File: config.mk
export PLATFORM = sky130hd
export DESIGN_NAME = bph_keygen
export DESIGN_NICKNAME = d
export VERILOG_FILES = /design/src/hdl/bph_pkg.sv /design/src/hdl/bph_keygen.sv
export SDC_FILE = /design/constraint.sdc
export NUM_CORES = 2
export LEC_CHECK = 0
export ABC_AREA = 1
export BUFFER_PORTS_ARGS = -buffer_cell sky130_fd_sc_hd__buf_2
export CELL_PAD_IN_SITES_DETAIL_PLACEMENT = 0
export CELL_PAD_IN_SITES_GLOBAL_PLACEMENT = 1
export CORE_MARGIN = 2
export CORE_UTILIZATION = 30
export DETAILED_ROUTE_END_ITERATION = 7
export PLACE_DENSITY = 0.51
export SYNTH_ARGS = -nofsm -noshare
export SYNTH_HDL_FRONTEND = slang
export SYNTH_SLANG_ARGS = --single-unit
File: constraint.sdc
create_clock -name clk_i -period 12.7 [get_ports clk_i]
set_input_delay 1.27 -clock clk_i [delete_from_list [all_inputs] [get_ports clk_i]]
set_output_delay 1.27 -clock clk_i [all_outputs]
set_load 0.1 [all_outputs]
File: src/hdl/bph_pkg.sv
`timescale 1ns / 1ps

package bph_pkg;

  // Board encoding fixed by the port widths
  localparam int unsigned INPUT_SQUARE_BITS = 25;
  localparam int unsigned CARD_W            = 4;
  localparam int unsigned BOARD_COUNT       = 4;
  localparam int unsigned CARD_SLOTS        = 5;
  localparam int unsigned HOLDER_COUNT      = 3;

  // Key generator constants
  localparam logic [63:0] GEN_SEED   = 64'd6394358446697381921;
  localparam logic [63:0] MIX_FACTOR = 64'd2685821657736338717;
  localparam int unsigned XS_SHR_A   = 12;
  localparam int unsigned XS_SHL     = 25;
  localparam int unsigned XS_SHR_B   = 27;

  // Owner of a card key
  typedef enum logic [1:0] {
    HOLDER_WHITE = 2'd0,
    HOLDER_BLACK = 2'd1,
    HOLDER_SIDE  = 2'd2
  } holder_e;

  // One xorshift step of the generator word
  function automatic logic [63:0] xorshift(input logic [63:0] w);
    logic [63:0] t;
    t = w ^ (w >> XS_SHR_A);
    t = t ^ (t << XS_SHL);
    t = t ^ (t >> XS_SHR_B);
    return t;
  endfunction

endpackage

File: src/hdl/bph_keygen.sv
`timescale 1ns / 1ps

module bph_keygen #(
  parameter int unsigned KEY_COUNT = 149,
  parameter int unsigned AW        = 8
) (
  input  logic          clk_i,
  input  logic          rst_ni,
  output logic          we_o,
  output logic [AW-1:0] waddr_o,
  output logic [63:0]   wdata_o,
  output logic          fill_done_o
);
  import bph_pkg::*;

  localparam logic [2:0] PhShift = 3'd0;
  localparam logic [2:0] PhLoLo  = 3'd1;
  localparam logic [2:0] PhLoHi  = 3'd2;
  localparam logic [2:0] PhHiLo  = 3'd3;
  localparam logic [2:0] PhWrite = 3'd4;

  logic [2:0]    phase_q, phase_d;
  logic [63:0]   gen_q, gen_d;
  logic [AW-1:0] cnt_q, cnt_d;
  logic          done_q, done_d;
  logic [63:0]   p0_q, p0_d;
  logic [31:0]   hi_q, hi_d;
  logic [31:0]   mul_a, mul_b;
  logic [63:0]   prod;

  // Share one 32x32 multiplier across the three partial products
  always_comb begin
    unique case (phase_q)
      PhLoHi: begin
        mul_a = gen_q[31:0];
        mul_b = MIX_FACTOR[63:32];
      end
      PhHiLo: begin
        mul_a = gen_q[63:32];
        mul_b = MIX_FACTOR[31:0];
      end
      default: begin
        mul_a = gen_q[31:0];
        mul_b = MIX_FACTOR[31:0];
      end
    endcase
    prod = {32'd0, mul_a} * {32'd0, mul_b};
  end

  // Step the generator, build the key, write it
  always_comb begin
    phase_d = phase_q;
    gen_d   = gen_q;
    cnt_d   = cnt_q;
    done_d  = done_q;
    p0_d    = p0_q;
    hi_d    = hi_q;
    we_o    = 1'b0;
    if (!done_q) begin
      unique case (phase_q)
        PhShift: begin
          gen_d   = xorshift(gen_q);
          phase_d = PhLoLo;
        end
        PhLoLo: begin
          p0_d    = prod;
          phase_d = PhLoHi;
        end
        PhLoHi: begin
          hi_d    = prod[31:0];
          phase_d = PhHiLo;
        end
        PhHiLo: begin
          hi_d    = hi_q + prod[31:0];
          phase_d = PhWrite;
        end
        PhWrite: begin
          we_o    = 1'b1;
          phase_d = PhShift;
          cnt_d   = cnt_q + AW'(1);
          if (cnt_q == AW'(KEY_COUNT - 1)) begin
            done_d = 1'b1;
          end
        end
        default: phase_d = PhShift;
      endcase
    end
  end

  always_ff @(posedge clk_i or negedge rst_ni) begin
    if (!rst_ni) begin
      phase_q <= PhShift;
      gen_q   <= GEN_SEED;
      cnt_q   <= '0;
      done_q  <= 1'b0;
    end else begin
      phase_q <= phase_d;
      gen_q   <= gen_d;
      cnt_q   <= cnt_d;
      done_q  <= done_d;
    end
  end

  always_ff @(posedge clk_i) begin
    p0_q <= p0_d;
    hi_q <= hi_d;
  end

  assign waddr_o     = cnt_q;
  assign wdata_o     = p0_q + {hi_q, 32'd0};
  assign fill_done_o = done_q;

endmodule

# Yosys cells after proc, flatten, opt, wreduce, memory -nomap -nowiden
# Cells that the tools add are included.
dict set report totals {
  reg_bits 172
  in_bits 2
  out_inout_bits 74
  wordCells 34
}
dict set report classes {
  n_addsub 3
  mul 1
  n_eq_ne 5
  n_mux 9
  bitwise 4
  n_reduce_logical 6
}
# operator count
set op_table {}
lappend op_table {{$add A64 B64 Y64} 1}
lappend op_table {{$mul A32 B32 Y64} 1}
lappend op_table {{$pmux W32 S2} 1}
lappend op_table {{$xor A64 B37 Y64} 1}
lappend op_table {{$xor A64 B52 Y64} 1}
lappend op_table {{$xor A64 B64 Y64} 1}
lappend op_table {{$add A32 B32 Y32} 1}
lappend op_table {{$mux W32} 1}
lappend op_table {{$mux W31} 1}
lappend op_table {{$pmux W3 S4} 1}
lappend op_table {{$add A8 B1 Y8 const B} 1}
lappend op_table {{$eq A8 B8 Y1 const B} 1}
lappend op_table {{$reduce_and A2 Y1} 4}
lappend op_table {{$eq A3 B2 Y1 const B} 2}
lappend op_table {{$mux W1} 5}
lappend op_table {{$eq A3 B1 Y1 const B} 1}
lappend op_table {{$eq A3 B3 Y1 const B} 1}
lappend op_table {{$logic_not A3 Y1} 1}
lappend op_table {{$reduce_bool A2 Y1} 1}
lappend op_table {{$not A1 Y1} 1}

# Longest topological paths before layout
dict set report depth {
  word_depth 5
  mapped_depth 51
  mapped_depth_nobuf 51
}

# Least setup slack after synthesis
# Ideal clock, no wire load.
dict set report synth_timing {
  path_kind {register -> register}
  from {reg phase_q[2]}
  to {reg hi_q[29], data pin}
  setup_time_ps 254
  t_arrival_ps 8310
  t_required_ps 12446
  slack_ps 4136
  stages_incl_launch_ff 42
  n_path_buf 1
  period_less_slack_ps 8564
  path_cell_list {dfrtp_1 > inv_1 > nand2_2 > nor2_4 > inv_4 > buf_6 > o21ai_2 > inv_1 > nor2_1 > inv_1 > fa_1 > inv_1 > fa_1 > fa_1 > inv_1 > fa_1 > inv_1 > fa_1 > [6 not listed] > inv_1 > ha_1 > a21oi_1 > o21ai_0 > a21oi_1 > nand3_1 > or2_2 > and2_1 > ha_1 > nand2_1 > nor2_1 > inv_1 > nor4_1 > nand2_1 > nand2_1 > nand2_1 > nand3_1 > nand2_1}
}
dict set report synth_via {
  elab_chain_cells 5
  elab_cells_between_ends 7
  classes_between {add/sub (1); mul (1); eq/ne (2); mux (3)}
}
# item line
set synth_rtl {}
lappend synth_rtl {{start: declaration} bph_keygen.sv:22} ;# logic [2:0] phase_q, phase_d;
lappend synth_rtl {{start signal: assignment} bph_keygen.sv:92} ;# phase_q <= PhShift;
lappend synth_rtl {{start signal: assignment} bph_keygen.sv:97} ;# phase_q <= phase_d;
lappend synth_rtl {{$eq A3 B2 Y1} bph_keygen.sv:33} ;# unique case (phase_q)
lappend synth_rtl {{$mux W32 / $mux W31 (equally long branches)} bph_keygen.sv:33}
lappend synth_rtl {{$mul A32 B32 Y64 (*)} bph_keygen.sv:47} ;# prod = {32'd0, mul_a} * {32'd0, mul_b};
lappend synth_rtl {{named net prod[27]} bph_keygen.sv:29} ;# logic [63:0] prod;
lappend synth_rtl {{$add A32 B32 Y32 (*)} bph_keygen.sv:74} ;# hi_d = hi_q + prod[31:0];
lappend synth_rtl {{$pmux W32 S2 (*)} bph_keygen.sv:60} ;# unique case (phase_q)
lappend synth_rtl {{end signal: assignment} bph_keygen.sv:106} ;# hi_q <= hi_d;
lappend synth_rtl {{end: declaration} bph_keygen.sv:27} ;# logic [31:0] hi_q, hi_d;
# Mark *: on every way through the listed nets, which the timed path passes. The rest lies on a longest branch.
# A chain may end at the register's enable or synchronous reset.

# Final worst setup path
dict set report layout_timing {
  from {reg phase_q[2]}
  to {reg hi_q[25], data pin}
}
# Same word-level chain as after synthesis.

==> results by group <==
Synthesis
  – Register area share after synthesis: 0.132
  – Synth top area share: 0.331
  – Synth Cell Area: 0.0366 sq mm
  – Most numerous cell in the Yosys netlist: inv_1
  – Synth cell count leaders: inv_1, nand2_1, fa_1
  – Post-synth EDFFs: 96
  – Synth Warn #: 0
  – #FFs+latches synth: 172
  – Async SR Flop Fraction: 0.442
  – Most used DFF post-synth: edfxtp_1
  – Ranking of synthesized cells by area: fa_1, ha_1, inv_1
  – Netlist cell types: 46
  – Cells after Synth: 4316
  – Syn Area/Cell: 8.48 sq um
  – Post-synth top area cell: fa_1

Finish
  – Fin nets: 5505
  – Ant. Diodes: 0
  – Area Overhead vs Synth: 8.39%
  – Final Util: 0.327
  – Layout cells sized above 1: 0.0520
  – Finished Layout Cells: 6071

Die
  – Core area: 0.121 sq mm
  – Die Span Y: 353 um
  – Site row count: 128
  – Starting Density: 0.302
  – Die X: 353 um
  – # IOs: 76
  – Die area: 0.125 sq mm

Clock tree
  – TritonCTS buffer count: 17
  – Clock buffer depth: 2
  – Clk root buf: clkbuf_16
  – H-tree lvl count: 4
  – Clock Latency Late Sink: 520 ps
  – # resized after CTS: 0
  – TritonCTS clock tree: built
  – Post-CTS Setup Bufs: 0
  – # clock sinks: 172
  – Clock Pin Slew Worst Setup and Hold Paths: 80 ps
  – Hold bufs inserted after CTS: 0

Timing
  – Pins Over Slew Limit: 0
  – RSZ-0062 raised after global routing: no
  – Max-slew headroom: 0.157
  – Hold Vio Cnt, Final: 0
  – Setup Viol. Count Final: 0
  – Setup tns final: 0 ps
  – Period utilization: 0.861
  – Worst Clk Skew: 20.2 ps
  – Fin crit period: 10930 ps
  – Worst-margin pin slew: 1260 ps
  – FMAX: 91.5 MHz

Worst setup path
  – CP Data Arrival Time: 11210 ps
  – Reg2Reg Setup Slack: 1770 ps
  – Worst flop-to-flop path startpoint: phase_q[2]
  – Setup crit end kind: flop
  – Reg2Reg Depth: 39
  – Worst path slowest cell: nor2_1
  – Worst setup endpoint: hi_q[25]
  – Crit path from: phase_q[2]
  – Setup CP Type: reg -> reg
  – Reg2reg end: hi_q[25]
  – CP Data Required Time: 12980 ps
  – Crit Path Max Fanout: 52
  – Slowest stage delay, CP: 710 ps
  – Cell mode on critical path: inv_1
  – Startpoint types: flop

Routing
  – Drt pass-1 iters: 6
  – DR iter-0 viols: 1710
  – Via density: 4.57
  – Total wire length: 136000 um
  – ANT nets after route: 0
  – Vias: 27800
  – Routed len/inst: 22.4 um
  – DRC errors left: 0

GRT
  – Global-route wire length before repair: 201000 um
  – M3 GR Usage: 0.0419
  – GRT Overall Usage: 0.223
  – Initial antenna violation count: 2
  – Top Usage Layer GRT: met2
  – Met2 GRT Util: 0.362
  – Largest net degree at the start of global routing: 110
  – Met1 Usage GRT: 0.309
  – Vias in the first global route: 29800
  – GRT overflow: 0

Placement
  – Dpl cells: 6039
  – Final HPWL DP: 121000 um
  – Final GP Congestion: 0.913
  – Port bufs: 75

Power
  – Tot Pwr: 1940 uW
  – Cell leakage power: 0.0205 uW
  – PwrDens: 48.8 mW/mm^2
  – Maximum vdd drop: 0.000124 V

Outcome
  – Outcome: finished clean

Flow run
  – Maxcap violations: 0

Min path
  – Worst hold path type: reg -> reg
stage by stage:
stage | hold slack [ps] | area [sq um] | setup WS (ps)
after global routing | 534 | 39700 | 1310
final | 507 | 39700 | 1770
after detailed placement | 492 | 39100 | 1910
after global placement | 493 | 39100 | 1850
after CTS | 509 | 39700 | 1900
after floorplan | 478 | 36800 | 4140
sequential cells by signal (all words and copies together), names as in the netlist:
name and count:
phase_q 3, p0_q 64, gen_q 64, waddr_o 8, hi_q 32, fill_done_o 1
area by class of cell:
class | instances | area (sq um)
Fill cell | 13100 | 81700
Clock inverter | 12 | 145
Timing Repair Buffer | 106 | 611
Multi-Input combinational cell | 3042 | 27500
Sequential cell | 172 | 4820
Clock buffer | 20 | 467
Inverter | 1094 | 4110
Tap cell | 1625 | 2030
report_power, final:
group / internal (uW) / switching [uW]
Combinational: 179 / 545
Sequential: 605 / 17.0
Clock: 310 / 279
Total: 1090 / 841
worst max-delay path, delay by kind of cell, from the launching register on:
family / cells / cell delay, ps
flip-flops: 1 / 370
buffers and inverters: 11 / 1750
AND/OR/NAND/NOR: 13 / 2390
adder cells (fa/ha/maj): 10 / 4710
AO/OA/AOI/OAI: 5 / 1380
metal layers:
| metal | wire length, um | part of all wire |
|---|---|---|
| met1 | 64200 | 0.47 |
| met2 | 61800 | 0.46 |
| met3 | 6980 | 0.051 |
| met4 | 2770 | 0.020 |
| met5 | 0 | 0 |
how the worst min path moves through the flow:
stage | from | endpoint | slack (ps) | cells after the start
after floorplan | gen_q[0] | gen_q[0] | 480 | 2
after global placement | waddr_o[7] | waddr_o[7] | 490 | 1
after detailed placement | waddr_o[7] | waddr_o[7] | 490 | 1
after CTS | gen_q[0] | gen_q[0] | 510 | 2
after global routing | waddr_o[7] | waddr_o[7] | 530 | 1
final | waddr_o[7] | waddr_o[7] | 510 | 1
cell families after synthesis:
kind of cell,count (synthesis),share of synthesized area
and+or+nand+nor,1305,0.146
buffers and inverters,1160,0.124
adders and majority gates,1070,0.490
AOI/OAI and AO/OA,420,0.0635
xor gates and xnor gates,187,0.0447
DFF,172,0.132
other,2,0.000205
layout by cell type (no fill, tap or decap), types with 6 or more instances in the layout:
master / count
and2_1: 9
nor2_1: 294
edfxtp_1: 96
nor2_4: 6
xor2_1: 68
inv_2: 12
o21ai_2: 25
nand2_1: 778
nor4_1: 7
ha_1: 465
nand3b_1: 13
o21ai_0: 175
xnor2_1: 119
dfstp_2: 27
nand4_1: 29
a21oi_1: 159
nand3_1: 124
o21a_1: 6
nor3_1: 21
dfrtp_1: 49
buf_2: 74
or2_2: 9
a21o_1: 9
fa_1: 605
clkbuf_16: 17
conb_1: 60
inv_1: 1081
inv_6: 7
o22ai_1: 7
o21ai_1: 13
o21bai_1: 18
buf_4: 32
nor2_2: 7
No activity file was read; power rests on OpenSTA's default activity.
