File: config.mk
export PLATFORM = sky130hd
export DESIGN_NAME = bph_scan
export DESIGN_NICKNAME = d
export VERILOG_FILES = /design/src/hdl/bph_pkg.sv /design/src/hdl/bph_scan.sv
export SDC_FILE = /design/constraint.sdc
export NUM_CORES = 1
export LEC_CHECK = 0
export BUFFER_PORTS_ARGS = -buffer_cell sky130_fd_sc_hd__buf_2
export CAP_MARGIN = 25
export CELL_PAD_IN_SITES_DETAIL_PLACEMENT = 1
export CELL_PAD_IN_SITES_GLOBAL_PLACEMENT = 2
export CORE_ASPECT_RATIO = 0.5
export CORE_UTILIZATION = 34
export CTS_CLUSTER_SIZE = 8
export DETAILED_ROUTE_END_ITERATION = 12
export PLACE_DENSITY_LB_ADDON = 0.1
export SLEW_MARGIN = 20
export SYNTH_ARGS = -nofsm -noshare
export SYNTH_HDL_FRONTEND = slang
export SYNTH_SLANG_ARGS = --single-unit
File: constraint.sdc
create_clock -name clk_i -period 6.6 [get_ports clk_i]
set_clock_uncertainty 0.05 [all_clocks]
set_input_delay 0.33 -clock clk_i [delete_from_list [all_inputs] [get_ports clk_i]]
set_output_delay 0.33 -clock clk_i [all_outputs]
set_load 0.005 [all_outputs]
File: src/hdl/bph_pkg.sv
`timescale 1ns / 1ps

package bph_pkg;

  // Board encoding fixed by the port widths
  localparam int unsigned INPUT_SQUARE_BITS = 25;
  localparam int unsigned CARD_W            = 4;
  localparam int unsigned BOARD_COUNT       = 4;
  localparam int unsigned CARD_SLOTS        = 5;
  localparam int unsigned HOLDER_COUNT      = 3;

  // Key generator constants
  localparam logic [63:0] GEN_SEED   = 64'd6394358446697381921;
  localparam logic [63:0] MIX_FACTOR = 64'd2685821657736338717;
  localparam int unsigned XS_SHR_A   = 12;
  localparam int unsigned XS_SHL     = 25;
  localparam int unsigned XS_SHR_B   = 27;

  // Owner of a card key
  typedef enum logic [1:0] {
    HOLDER_WHITE = 2'd0,
    HOLDER_BLACK = 2'd1,
    HOLDER_SIDE  = 2'd2
  } holder_e;

  // One xorshift step of the generator word
  function automatic logic [63:0] xorshift(input logic [63:0] w);
    logic [63:0] t;
    t = w ^ (w >> XS_SHR_A);
    t = t ^ (t << XS_SHL);
    t = t ^ (t >> XS_SHR_B);
    return t;
  endfunction

endpackage

File: src/hdl/bph_scan.sv
`timescale 1ns / 1ps

module bph_scan #(
  parameter int unsigned SQUARES     = 25,
  parameter int unsigned PIECE_KINDS = 2,
  parameter int unsigned CARD_TYPES  = 16,
  parameter int unsigned AW          = 8
) (
  input  logic clk_i,
  input  logic rst_ni,
  input  logic fill_done_i,
  input  logic in_valid_i,
  output logic in_ready_o,
  input  logic [bph_pkg::BOARD_COUNT-1:0][bph_pkg::INPUT_SQUARE_BITS-1:0] squares_i,
  input  logic [bph_pkg::CARD_SLOTS-1:0][bph_pkg::CARD_W-1:0]             cards_i,
  input  logic black_to_move_i,
  output logic          re_o,
  output logic [AW-1:0] raddr_o,
  input  logic [63:0]   rdata_i,
  output logic          out_valid_o,
  input  logic          out_ready_i,
  output logic [63:0]   board_hash_o
);
  import bph_pkg::*;

  localparam int unsigned UsedSq = (SQUARES < INPUT_SQUARE_BITS) ? SQUARES : INPUT_SQUARE_BITS;
  localparam logic [INPUT_SQUARE_BITS-1:0] SqMask =
    {INPUT_SQUARE_BITS{1'b1}} >> (INPUT_SQUARE_BITS - UsedSq);
  localparam int unsigned CardBase  = 2 * PIECE_KINDS * SQUARES;
  localparam int unsigned TurnIndex = CardBase + HOLDER_COUNT * CARD_TYPES;
  localparam int unsigned SqIdxW    = $clog2(INPUT_SQUARE_BITS);

  logic [BOARD_COUNT-1:0][INPUT_SQUARE_BITS-1:0] board_q, board_d;
  logic [CARD_SLOTS-1:0][CARD_W-1:0]             card_q;
  logic [CARD_SLOTS-1:0] card_pend_q, card_pend_d;
  logic                  turn_pend_q, turn_pend_d;
  logic                  busy_q, busy_d;
  logic                  rd_q;
  logic [63:0]           acc_q, acc_d;
  logic                  out_valid_q, out_valid_d;
  logic [63:0]           out_q;

  logic                         accept;
  logic                         any_board;
  logic [1:0]                   bsel;
  logic [INPUT_SQUARE_BITS-1:0] cur, lsb;
  logic [SqIdxW-1:0]            sq;
  logic [AW-1:0]                bbase;
  logic [2:0]                   csel;
  logic [CARD_W-1:0]            cval;
  holder_e                      holder;
  logic                         finish;

  assign accept     = in_valid_i && in_ready_o;
  assign in_ready_o = fill_done_i && !busy_q;
  assign any_board  = |board_q;

  // Pick the first board with a square left and its lowest set bit
  always_comb begin
    bsel = 2'd0;
    for (int b = BOARD_COUNT - 1; b >= 0; b--) begin
      if (|board_q[b]) begin
        bsel = 2'(b);
      end
    end
    cur = board_q[bsel];
    lsb = cur & (~cur + INPUT_SQUARE_BITS'(1));
    sq  = '0;
    for (int i = 0; i < INPUT_SQUARE_BITS; i++) begin
      if (lsb[i]) begin
        sq = sq | SqIdxW'(i);
      end
    end
    case (bsel)
      2'd0: bbase = '0;
      2'd1: bbase = AW'(SQUARES);
      2'd2: bbase = AW'(PIECE_KINDS * SQUARES);
      default: bbase = AW'((PIECE_KINDS + 1) * SQUARES);
    endcase
  end

  // Pick the first pending card and its holder
  always_comb begin
    csel = 3'd0;
    for (int c = CARD_SLOTS - 1; c >= 0; c--) begin
      if (card_pend_q[c]) begin
        csel = 3'(c);
      end
    end
    cval = card_q[csel];
    case (csel) inside
      3'd0, 3'd1: holder = HOLDER_WHITE;
      3'd2, 3'd3: holder = HOLDER_BLACK;
      default:    holder = HOLDER_SIDE;
    endcase
  end

  // Issue one key read per cycle, fold the returned keys
  always_comb begin
    board_d     = board_q;
    card_pend_d = card_pend_q;
    turn_pend_d = turn_pend_q;
    busy_d      = busy_q;
    acc_d       = acc_q;
    out_valid_d = out_valid_q;
    re_o        = 1'b0;
    raddr_o     = bbase + AW'(sq);
    finish      = 1'b0;

    if (out_valid_q && out_ready_i) begin
      out_valid_d = 1'b0;
    end
    if (rd_q) begin
      acc_d = acc_q ^ rdata_i;
    end

    if (busy_q) begin
      if (any_board) begin
        re_o          = 1'b1;
        board_d[bsel] = cur & ~lsb;
      end else if (|card_pend_q) begin
        re_o              = 1'b1;
        raddr_o           = AW'(CardBase) + (AW'(cval) << 1) + AW'(cval) + AW'(holder);
        card_pend_d[csel] = 1'b0;
      end else if (turn_pend_q) begin
        re_o        = 1'b1;
        raddr_o     = AW'(TurnIndex);
        turn_pend_d = 1'b0;
      end else if (!rd_q && (!out_valid_q || out_ready_i)) begin
        finish      = 1'b1;
        busy_d      = 1'b0;
        out_valid_d = 1'b1;
      end
    end

    if (accept) begin
      busy_d = 1'b1;
      acc_d  = '0;
      for (int b = 0; b < BOARD_COUNT; b++) begin
        board_d[b] = ((b % 2) < PIECE_KINDS) ? (squares_i[b] & SqMask) : '0;
      end
      for (int c = 0; c < CARD_SLOTS; c++) begin
        card_pend_d[c] = {1'b0, cards_i[c]} < (CARD_W + 1)'(CARD_TYPES);
      end
      turn_pend_d = black_to_move_i;
    end
  end

  always_ff @(posedge clk_i or negedge rst_ni) begin
    if (!rst_ni) begin
      board_q     <= '0;
      card_pend_q <= '0;
      turn_pend_q <= 1'b0;
      busy_q      <= 1'b0;
      rd_q        <= 1'b0;
      out_valid_q <= 1'b0;
    end else begin
      board_q     <= board_d;
      card_pend_q <= card_pend_d;
      turn_pend_q <= turn_pend_d;
      busy_q      <= busy_d;
      rd_q        <= re_o;
      out_valid_q <= out_valid_d;
    end
  end

  // Hold card numbers, accumulator and result beat
  always_ff @(posedge clk_i) begin
    if (accept) begin
      card_q <= cards_i;
    end
    acc_q <= acc_d;
    if (finish) begin
      out_q <= acc_q;
    end
  end

  assign out_valid_o  = out_valid_q;
  assign board_hash_o = out_q;

endmodule

# [Word-level counts from Yosys, hierarchy flattened]
# Cells that the tools add are included.
[totals] regBits=257 word_cells=203 in_bits=190
[classes] n_eq_ne=8 n_mux=134 n_bitwise=7 addsub=5 reduce_logical=29 order_cmp=4
[op_table] cell="$mux W100" n=4
[op_table] cell="$bwmux W100" n=1
[op_table] cell="$reduce_or A100 Y1" n=1
[op_table] cell="$reduce_or A25 Y1" n=4
[op_table] cell="$mux W5" n=16
[op_table] cell="$mux W8" n=10
[op_table] cell="$mux W1" n=70
[op_table] cell="$xor A64 B64 Y64" n=1
[op_table] cell="$and A25 B25 Y25" n=2
[op_table] cell="$bmux W25 S2" n=1
[op_table] cell="$demux W25 S2" n=1
[op_table] cell="$mux W25" n=2
[op_table] cell="$not A25 Y25" n=2
[op_table] cell="$mux W4" n=9
[op_table] cell="$mux W3" n=9
[op_table] cell="$add A25 B1 Y25 const B" n=1
[op_table] cell="$pmux W7 S3" n=1
[op_table] cell="$mux W2" n=8
[op_table] cell="$bmux W4 S3" n=1
[op_table] cell="$reduce_bool A2 Y1" n=5
[op_table] cell="$add A7 B5 Y8 const A" n=1
[op_table] cell="$add A8 B2 Y8" n=1
[op_table] cell="$add A8 B4 Y8" n=1
[op_table] cell="$add A8 B5 Y8" n=1
[op_table] cell="other kinds (24)" n=34

# [Longest topological paths before layout]
# Gate-level depths: netlist of run 1.
[depth] word_depth=45 ltp_mapped=20 ltp_nobuf=17

# [Worst setup path before layout of run 1]
# No wires, ideal clock.
[synth_path] path_kind="reg-to-output" start="register board_q[5] (netlist name)" end="output port raddr_o[6]" arrival_ps=5142 stages_incl_launch_ff=19 slack_ps=1078 path_cell_list="dfrtp_1 > or4_4 > or3_1 > or4_1 > clkbuf_1 > or3_1 > buf_6 > buf_6 > o221ai_2 > nand4_2 > nor3b_4 > nand2_1 > or3b_1 > nand2_1 > nor2_1 > fa_1 > nand4b_1 > o2111a_1 > a221o_1"
[synth_between] elab_chain_len=42 word_cells_on_any_way=47 classes_between="add/sub (2); eq/ne (2); mux (38); bitwise (2); reduce/logical (3)"
[synth_lines] item="start, declared" line_no="bph_scan.sv:33" source="logic [BOARD_COUNT-1:0][INPUT_SQUARE_BITS-1:0] board_q, board_d;"
[synth_lines] item="start signal, assigned" line_no="bph_scan.sv:158" source="board_q <= board_d;"
[synth_lines] item="$reduce_or A25 Y1" line_no="bph_scan.sv:62" source="if (|board_q[b]) begin"
[synth_lines] item="$mux W2" line_no="bph_scan.sv:62"
[synth_lines] item="$bmux W25 S2" line_no="bph_scan.sv:66" source="cur = board_q[bsel];"
[synth_lines] item="$mux W25 (implied by the code)" line_no="bph_scan.sv:66"
[synth_lines] item="$not A25 Y25" line_no="bph_scan.sv:67" source="lsb = cur & (~cur + INPUT_SQUARE_BITS'(1));"
[synth_lines] item="$add A25 B1 Y25" line_no="bph_scan.sv:67"
[synth_lines] item="$and A25 B25 Y25" line_no="bph_scan.sv:67"
[synth_lines] item="$mux W1" line_no="bph_scan.sv:70" source="if (lsb[i]) begin"
[synth_lines] item="(+26 left out)"
[synth_lines] item="$mux W8" line_no="bph_scan.sv:118" source="if (any_board) begin"
[synth_lines] item="$mux W8" line_no="bph_scan.sv:117" source="if (busy_q) begin"
[synth_lines] item="$mux W8" line_no="bph_scan.sv:121" source="end else if (|card_pend_q) begin"
[synth_lines] item="$mux W8" line_no="bph_scan.sv:118"
[synth_lines] item="$mux W8" line_no="bph_scan.sv:117"
[synth_lines] item="$mux W8" line_no="bph_scan.sv:118"
[synth_lines] item="$mux W8" line_no="bph_scan.sv:117"
[synth_lines] item="$mux W8 *" line_no="bph_scan.sv:117"
[synth_lines] item="end, declared" line_no="bph_scan.sv:18" source="output logic [AW-1:0] raddr_o,"
# Every way passes the cells marked *; elsewhere a longest branch is shown, timed or not. The select of a mux whose other input is x is not followed.

# [Final worst setup path of run 1]
[layout_path] start="register board_q[4] (netlist name)" end="output port raddr_o[6]"
# Same word-level chain as after synthesis.

==> results of run 1 <==
==> routing by layer <==
| metal | track usage, % | up-vias | share of wire, % |
|---|---|---|---|
| li1 | - | 4879 | - |
| met1 | 32.2 | 5299 | 45 |
| met2 | 39.6 | 269 | 47 |
| met3 | 4.60 | 83 | 4.8 |
| met4 | 7.32 | 2 | 2.7 |
| met5 | 0 | - | 0.021 |
==> worst paths after layout <==
check / end / slack [ps] / cells after the start
max: raddr_o[6] / 230 / 18
max in group asynchronous: board_q[77] / 4850 / 3
max reg2reg: board_q[45] / 1660 / 13
min: board_q[69] / 20 / 3
min reg2reg: board_hash_o[29] / 390 / 0
min in group asynchronous: card_pend_q[1] / 320 / 2
==> placed cells by master, fill, tap and decap left out, types with 3 or more instances in the layout <==
master / Yosys / routed
and3_1: 8 / 8
o221ai_2: 6 / 13
or2_2: 7 / 7
edfxtp_1: 84 / 84
nor4_1: 24 / 23
nand2_1: 206 / 204
a31oi_1: 24 / 23
ha_1: 16 / 16
a22o_1: 14 / 14
mux2i_1: 5 / 5
a21o_1: 17 / 17
o221ai_4: 0 / 5
buf_4: 0 / 24
nand3_1: 10 / 10
a22oi_1: 85 / 85
or3_1: 8 / 7
o21ai_0: 74 / 74
fa_1: 3 / 3
a211oi_1: 4 / 4
mux2_2: 4 / 4
nor2_1: 98 / 97
nand4_1: 6 / 6
dfxtp_1: 64 / 64
or4_1: 4 / 4
xor2_1: 66 / 66
and2_1: 7 / 7
a21boi_0: 3 / 3
nor3_1: 10 / 8
dlygate4sd3_1: 0 / 97
nand2b_1: 8 / 8
o31ai_1: 7 / 7
clkbuf_16: 0 / 39
a21oi_1: 14 / 13
clkbuf_1: 50 / 19
inv_1: 23 / 23
buf_2: 0 / 263
nor2b_1: 5 / 5
dfrtp_1: 109 / 108
==> worst max-delay path, stage by stage, from the launching register on <==
cell and delay [ps]:
dfrtp_1 400, or4_1 580, or3_1 390, or4_1 590
or3_4 500, buf_4 220, o221ai_4 270, nand3_4 180
nor3_2 290, nand2_2 150, a31oi_2 210, a2111o_1 160
ha_1 190, inv_1 60, fa_1 420, nand4b_1 220
o2111a_1 250, a221o_1 270, buf_2 130
==> flip-flops by register name, summed over array words and instances, names as in the netlist <==
signal	count
board_hash_o	64
card_q	20
busy_q	1
acc_q	64
turn_pend_q	1
out_valid_o	1
board_q	100
card_pend_q	5
rd_q	1
==> what timing repair did <==
action                                  4_1_cts  5_1_grt
pin swaps                                     0        1
hold endpoints to repair                    144        0
gates resized for setup                       1       27
hold buffers                                 97        0
buffers inserted                              0        1
gates cloned                                  0        1
endpoints found under the setup margin        2        2
==> power by group through the flow <==
stage	clock, mW	sequential, mW	combinational (mW)
2_1_floorplan	0	2.43	1.58
3_3_place_gp	0	2.60	2.32
5_1_grt	1.93	2.68	2.76
4_1_cts	1.87	2.60	2.45
6_report	1.83	2.63	2.51
3_5_place_dp	0	2.63	2.38
==> cell families (layout without fill, tap and decap cells) <==
kind of cell | after synthesis | in the layout | share of synthesized area, %
simple gates | 416 | 417 | 16.0
mux | 9 | 9 | 0.810
buf+inv | 81 | 471 | 2.72
flops | 257 | 257 | 55.6
xor+xnor | 67 | 67 | 5.00
fa+ha+maj | 19 | 19 | 2.22
compound gates | 290 | 290 | 17.6
==> layout make-up <==
cell class | instances | area [um2]
clock inverters | 3 | 36.3
well taps | 441 | 552
clock buffers | 59 | 1060
repair buffers | 385 | 2490
flip-flops and latches | 257 | 6530
inverters | 24 | 95.1
fillers | 3718 | 17700
multi-input cells | 802 | 5090
==> metrics by stage <==
step	hold WS (ps)	total power, mW
after floorplan	-15.6	4.02
after global placement	338	4.92
after detailed placement	356	5.00
after CTS	0.0366	6.92
after global routing	11.9	7.38
final	16.8	6.97
==> impl_metrics.json, run 1 <==
{
  "gp_congestion": 0.948,
  "grt_first_pass_wirelength_um": 65100,
  "synth_warnings": 0,
  "post-route-cell-area_mm2": 0.0159,
  "synth_seq_cells": 257,
  "synth.area.top_cells": "dfrtp_1, edfxtp_1, dfxtp_1",
  "synth_common_cells": "nand2_1, dfrtp_1, nor2_1",
  "antenna_found_initial": 1,
  "synthesis.instances": 1139,
  "drc": 0,
  "setup_slack_ps": 226,
  "cts_tree": "yes",
  "drv_slew": 0,
  "vias": 10500,
  "crit_arrival_ps": 5990,
  "dp_slack_ps": 412,
  "setup_violations": 0,
  "seqPwrFrac_pct": 37.8,
  "ys_seq_area_share_pct": 55.6,
  "irDropWorstVdd_mv": 0.200,
  "tightest_slew_ps": 988,
  "max_freq_mhz": 157,
  "status": "complete, no violations",
  "async_reset_ff_share_pct": 42.4,
  "synth_edf_count": 84,
  "end_kind": "output port",
  "grt_usage_pct": 24.1,
  "cp_data_required_time_ps": 6220,
  "clockBufferDepth": 3,
  "maxSlewHeadroom_pct": 33.4,
  "switching_share_pct": 38.6,
  "drive_above_1_share_pct": 25.3,
  "worstHoldPathType": "primary input to flop",
  "cts_num_sinks": 257,
  "netlist-cell-type-count": 73,
  "drt_iter0_drc": 534,
  "synth_top_area_share_pct": 23.2,
  "crit_path_start": "board_q[4]",
  "wirelength_um": 42900,
  "grt_max_degree": 117,
  "dp_cells": 1809,
  "fin_crit_sh_pct": 96.6,
  "syn-mean-instance-area_um2": 10.3,
  "final_cell_count_no_fill": 1971,
  "maxCapViolations": 0,
  "syn_to_final_growth_pct": 35.1,
  "viasPerCell": 5.34,
  "grt_pass1_vias": 11000,
  "fin_util_pct": 47.3,
  "synth_area_mm2": 0.0117,
  "hp-start": "squares_i[69]",
  "crit_type": "flop to output port",
  "port_buffers": 264,
  "synth_nets": 1348,
  "dr.pass1.iters": 4,
  "dpl.hpwl_um": 30500,
  "netSwitchingPower_mw": 2.69,
  "p_int_mw": 4.28,
  "io_pins": 265,
  "num_rows": 47,
  "pwr-share-comb_pct": 36.0,
  "dieArea_mm2": 0.0353,
  "clk_latency_ps": 540,
  "post-synth-top-area-cell": "dfrtp_1",
  "overflow": 0,
  "diodes": 0,
  "leakage_nw": 7.12,
  "cts-buffers-inserted": 38,
  "tns_ps": 0,
  "power_density_mw_per_mm2": 439,
  "rr_startpoint": "board_q[4]",
  "cts_root_buf": "clkbuf_16",
  "hold_violations": 0,
  "coreArea_mm2": 0.0335,
  "fp.dieW_um": 265,
  "synth_flop_cell": "dfrtp_1",
  "period_minus_slack_ps": 6370,
  "clkTransAtPathRegs_ps": 60,
  "place_area_mm2": 0.0136,
  "synth.most_common_cell": "nand2_1",
  "wire_per_inst_um": 21.8,
  "start_util_pct": 35.0,
  "power_frac_clock_pct": 26.2,
  "crit_fanout": 8,
  "htree_num_levels": 2,
  "die_h_um": 133,
  "nNetsFinal": 1717,
  "ant_nets": 0,
  "critPathLaunchType": "flop"
}
Power figures use the tool's default switching activity.
==> run 2, diff against run 1 <==
==> constraint.sdc (replaced) <==
create_clock -name clk_i -period 6.6 [get_ports clk_i]
set_clock_uncertainty 0.05 [all_clocks]
set_input_delay 1.32 -clock clk_i [delete_from_list [all_inputs] [get_ports clk_i]]
set_output_delay 1.32 -clock clk_i [all_outputs]
set_load 0.005 [all_outputs]
==> impl_metrics.json, run 2 (synthesis gave the netlist of run 1 again) <==
{
  "status": "finished, violations left",
  "violations": "setup timing",
  "die_h_um": 133,
  "whs_ps": 396,
  "final_cell_mix": "buf_2, nand2_1, dfrtp_1, nor2_1",
  "crit_chain": "or4_4 > or3_4 > or4_4 > or3_4 > buf_12 > o221ai_2 > and4_4 > nor3b_4 > nand2_2 > or3b_1 > nand2_1 > nor2_1 > fa_2 > nand4b_1 > o2111a_1 > a221o_1 > buf_2",
  "num_rows": 47,
  "tightest_slew_ps": 1080,
  "port_buffers": 264,
  "cts-buffers-inserted": 38,
  "rsz0062_at_grt": "yes",
  "gp_congestion": 0.914,
  "cts_num_sinks": 257,
  "post-route-cell-area_mm2": 0.0155,
  "grt_first_pass_wirelength_um": 66300,
  "fillers": 3767,
  "irDropWorstVdd_mv": 0.249,
  "final_common_cell": "buf_2",
  "diodes": 0,
  "max_freq_mhz": 144,
  "maxSlewHeadroom_pct": 27.5,
  "wirelength_um": 43300,
  "clkTransAtPathRegs_ps": 50,
  "dieArea_mm2": 0.0353,
  "syn_to_final_growth_pct": 32.3,
  "antenna_found_initial": 0,
  "clockBufferDepth": 3,
  "maxCapViolations": 0,
  "top_register": "board_q",
  "grt_pass1_vias": 11000,
  "coreArea_mm2": 0.0335,
  "largest_reg_flops": 100,
  "place_area_mm2": 0.0140,
  "end_kind": "output port",
  "drv_slew": 0,
  "cts_root_buf": "clkbuf_16",
  "setup_slack_ps": -355,
  "drt_iter0_drc": 606,
  "clk_latency_ps": 530,
  "dp_cells": 1861,
  "grt_usage_pct": 24.6,
  "io_pins": 265,
  "cp_data_required_time_ps": 5230,
  "cts_tree": "yes",
  "fp.dieW_um": 265,
  "critPathLaunchType": "flop",
  "holdBufCountCts": 0,
  "drive_above_1_share_pct": 31.0,
  "start_util_pct": 35.0,
  "drc": 0,
  "worstHoldPathType": "flop to flop",
  "dr.pass1.iters": 5,
  "power_density_mw_per_mm2": 480,
  "crit_fanout": 10,
  "vias": 10300,
  "crit_type": "flop to output port",
  "final_cell_count_no_fill": 1935,
  "wire_per_inst_um": 22.4,
  "nNetsFinal": 1680,
  "period_minus_slack_ps": 6950,
  "dpl.hpwl_um": 31700,
  "setup_violations": 7,
  "overflow": 0,
  "worst_path_largest_cell_delay_ps": 560,
  "viasPerCell": 5.35,
  "ant_nets": 0,
  "fin_util_pct": 46.3,
  "crit_arrival_ps": 5580,
  "htree_num_levels": 2,
  "grt_max_degree": 91,
  "leakage_nw": 7.06,
  "hold_violations": 0,
  "crit_slowest_cell": "or4_4",
  "fin_crit_sh_pct": 105
}
## run 2: changes by cell type in the layout (fill, tap and decap cells not counted), sizes merged
cell / change
dlygate4sd3: -97
buf: +61
clkbuf: +1
clkinv: +1
clkinvlp: -1
or3: -1
## run 2: layout make-up
class	count	area, um2	area share, %
Sequential cell	257	6530	42.1
Multi-Input combinational cell	801	5240	33.8
Timing Repair Buffer	349	2010	13.0
Clock buffer	60	1050	6.79
Tap cell	441	552	3.55
Inverter	24	95.1	0.612
Clock inverter	3	37.5	0.242
## run 2: final timing paths
check	endpoint	start	cells after the start	slack, ps
worst max-delay path	raddr_o[6]	board_q[5]	17	-350
worst min-delay path	board_hash_o[11]	acc_q[11]	0	400
worst max register to register	board_q[95]	board_q[5]	14	1650
worst min register to register	board_hash_o[11]	acc_q[11]	0	400
max in group asynchronous	board_q[3]	rst_ni	2	4420
min in group asynchronous	card_pend_q[4]	rst_ni	1	750
## run 2: power by group
| group | internal (mW) | switching [mW] |
|---|---|---|
| sequential | 2.16 | 0.469 |
| combinational | 1.34 | 1.67 |
| clock | 1.09 | 0.715 |
| total | 4.60 | 2.85 |
## run 2: routing by layer
layer  routed length, um  part of all wire [%]  global-route usage, %  up-vias
met5                   0                     0                      0        -
met4                1250                   2.9                   7.80        0
met3                2250                   5.2                   4.16       69
met2               20400                    47                   40.2      301
met1               19400                    45                   33.5     5173
li1                    -                     -                      -     4801
## run 2: through the flow
step / worst slack (ps) / power [mW] / TNS (ps)
finish: -355 / 7.45 / -1270
CTS: -352 / 7.39 / -1310
global placement: 31.2 / 5.25 / 0
detailed placement: -75.6 / 5.32 / -121
floorplan: 87.9 / 4.02 / 0
global route: -574 / 7.92 / -2740
## run 2: worst max-delay path, delay by kind of cell, from the launching register on
kind	cells	cell delay (ps)
simple gates	11	3260
compound gates	3	730
fa+ha+maj	1	390
flops	1	380
buf+inv	2	310
## run 2: repair_timing
action	4_1_cts	5_1_grt
setup buffers	7	2
cloned	1	0
gates resized for setup	48	16
pin swaps	7	7
endpoints found under the setup margin	7	7
==> run 3, diff against run 2 <==
--- a/config.mk
+++ b/config.mk
@@ -13,7 +13,7 @@
 export CORE_UTILIZATION = 34
 export CTS_CLUSTER_SIZE = 8
 export DETAILED_ROUTE_END_ITERATION = 12
-export PLACE_DENSITY_LB_ADDON = 0.1
+export PLACE_DENSITY = 0.8
 export SLEW_MARGIN = 20
 export SYNTH_ARGS = -nofsm -noshare
 export SYNTH_HDL_FRONTEND = slang
==> impl_metrics.json, run 3 (synthesis gave the netlist of run 1 again) <==
{
  "status": "finished, violations left",
  "violations": "setup timing",
  "cts-buffers-inserted": 38,
  "die_h_um": 133,
  "setup_slack_ps": -450,
  "htree_num_levels": 2,
  "tightest_slew_ps": 1030,
  "top_register": "board_q",
  "dr.pass1.iters": 5,
  "met2_length_um": 21000,
  "nNetsFinal": 1686,
  "clk_latency_ps": 560,
  "fin_crit_sh_pct": 107,
  "antenna_found_initial": 4,
  "grt_first_pass_wirelength_um": 65700,
  "ant_nets": 0,
  "grt_usage_pct": 24.4,
  "crit_arrival_ps": 5680,
  "routed.top_layer": "met4",
  "syn_to_final_growth_pct": 33.2,
  "worstHoldPathType": "flop to flop",
  "cts_num_sinks": 257,
  "dpl.hpwl_um": 32000,
  "clkTransAtPathRegs_ps": 50,
  "whs_ps": 392,
  "cts_root_buf": "clkbuf_16",
  "irDropWorstVdd_mv": 0.197,
  "rrSetupSlack_ps": 1720,
  "vias": 10400,
  "dp_slack_ps": -33.3,
  "hold_violations": 0,
  "fp.dieW_um": 265,
  "cts_tree": "yes",
  "setup_violations": 7,
  "dieArea_mm2": 0.0353,
  "maxSlewHeadroom_pct": 31.7,
  "overflow": 0,
  "crit_fanout": 5,
  "drive_above_1_share_pct": 31.1,
  "final_cell_mix": "buf_2, nand2_1, dfrtp_1, nor2_1, buf_4",
  "final_common_cell": "buf_2",
  "port_buffers": 264,
  "coreArea_mm2": 0.0335,
  "io_pins": 265,
  "grt_max_degree": 127,
  "leakage_nw": 7.11,
  "rsz0062_at_grt": "yes",
  "total_power_mw": 7.47,
  "drv_slew": 0,
  "met3_length_um": 2280,
  "grt_pass1_vias": 11000,
  "max_freq_mhz": 142,
  "num_rows": 47,
  "crit_type": "flop to output port",
  "drc": 0,
  "power_density_mw_per_mm2": 478,
  "critPathLaunchType": "flop",
  "period_minus_slack_ps": 7050,
  "gp_congestion": 0.911,
  "wirelength_um": 43400,
  "wl_met1_um": 18700,
  "drt_iter0_drc": 734,
  "cp_data_required_time_ps": 5230,
  "wire_per_inst_um": 22.3,
  "end_kind": "output port",
  "viasPerCell": 5.34,
  "largest_reg_flops": 100,
  "start_util_pct": 35.0,
  "clockBufferDepth": 3,
  "maxCapViolations": 0
}
-- run 3: cell count changes in the layout (fill, tap and decap cells not counted), sizes merged --
cell,delta
buf,+4
diode,+4
clkbuf,+3
clkinv,+3
inv,-2
bufbuf,+1
-- run 3: repair_timing --
item	CTS	global route
setup buffers	13	2
pin swaps	17	4
setup endpoints to repair	7	7
gates resized for setup	48	10
cloned	3	0
hold buffers	0	0
hold endpoints to repair	0	0
-- run 3: final timing paths --
check                           start               end  cells past startpoint
hold reg to reg             acc_q[22]  board_hash_o[22]                      0
setup reg to reg           board_q[5]       board_q[95]                     15
setup / recovery           board_q[5]        raddr_o[6]                     17
max in group asynchronous      rst_ni       board_q[40]                      2
min in group asynchronous      rst_ni       board_q[85]                      1
hold / removal              acc_q[22]  board_hash_o[22]                      0
-- run 3: area by class of cell --
class / instances / area (um2)
fill: 3742 / 17900
sequential: 257 / 6530
multi-input combinational: 801 / 5250
timing repair buffer: 355 / 2080
clock buffer: 62 / 1040
tap: 441 / 552
inverter: 24 / 95.1
clock inverter: 4 / 71.3
antenna: 4 / 10.0
-- run 3: routing by layer --
metal | up-vias | GRT usage (%)
met5 | - | 0
met4 | 0 | 8.83
met3 | 78 | 4.82
met2 | 301 | 41.4
met1 | 5203 | 31.1
li1 | 4820 | -
-- run 3: critical path: stages, from the launching register on --
cell and delay, ps:
dfrtp_1 390, or4_4 540, or3_4 380, or4_4 520, or3_4 430, buf_12 180, o221ai_2 180, and4_1 250
nor3b_4 340, nand2_2 130, or3b_4 420, nand2_2 80, nor2_2 50, fa_2 380, nand4b_1 190, o2111a_1 250
a221o_1 270, buf_2 130
-- run 3: through the flow --
step	instance area (um2)	instances	TNS [ps]	utilization, %
2_1_floorplan	11700	1139	0	-
3_3_place_gp	14000	1859	0	41.6
3_5_place_dp	14000	1859	-33.3	41.6
4_1_cts	15500	1941	-1850	46.3
5_1_grt	15600	1947	-3240	46.6
6_report	15600	1948	-1990	46.6
-- run 3: power breakdown --
part	internal, mW	switching, mW	leakage (nW)
clock network	1.08	0.746	0.526
registers	2.16	0.478	2.66
logic	1.34	1.66	3.92
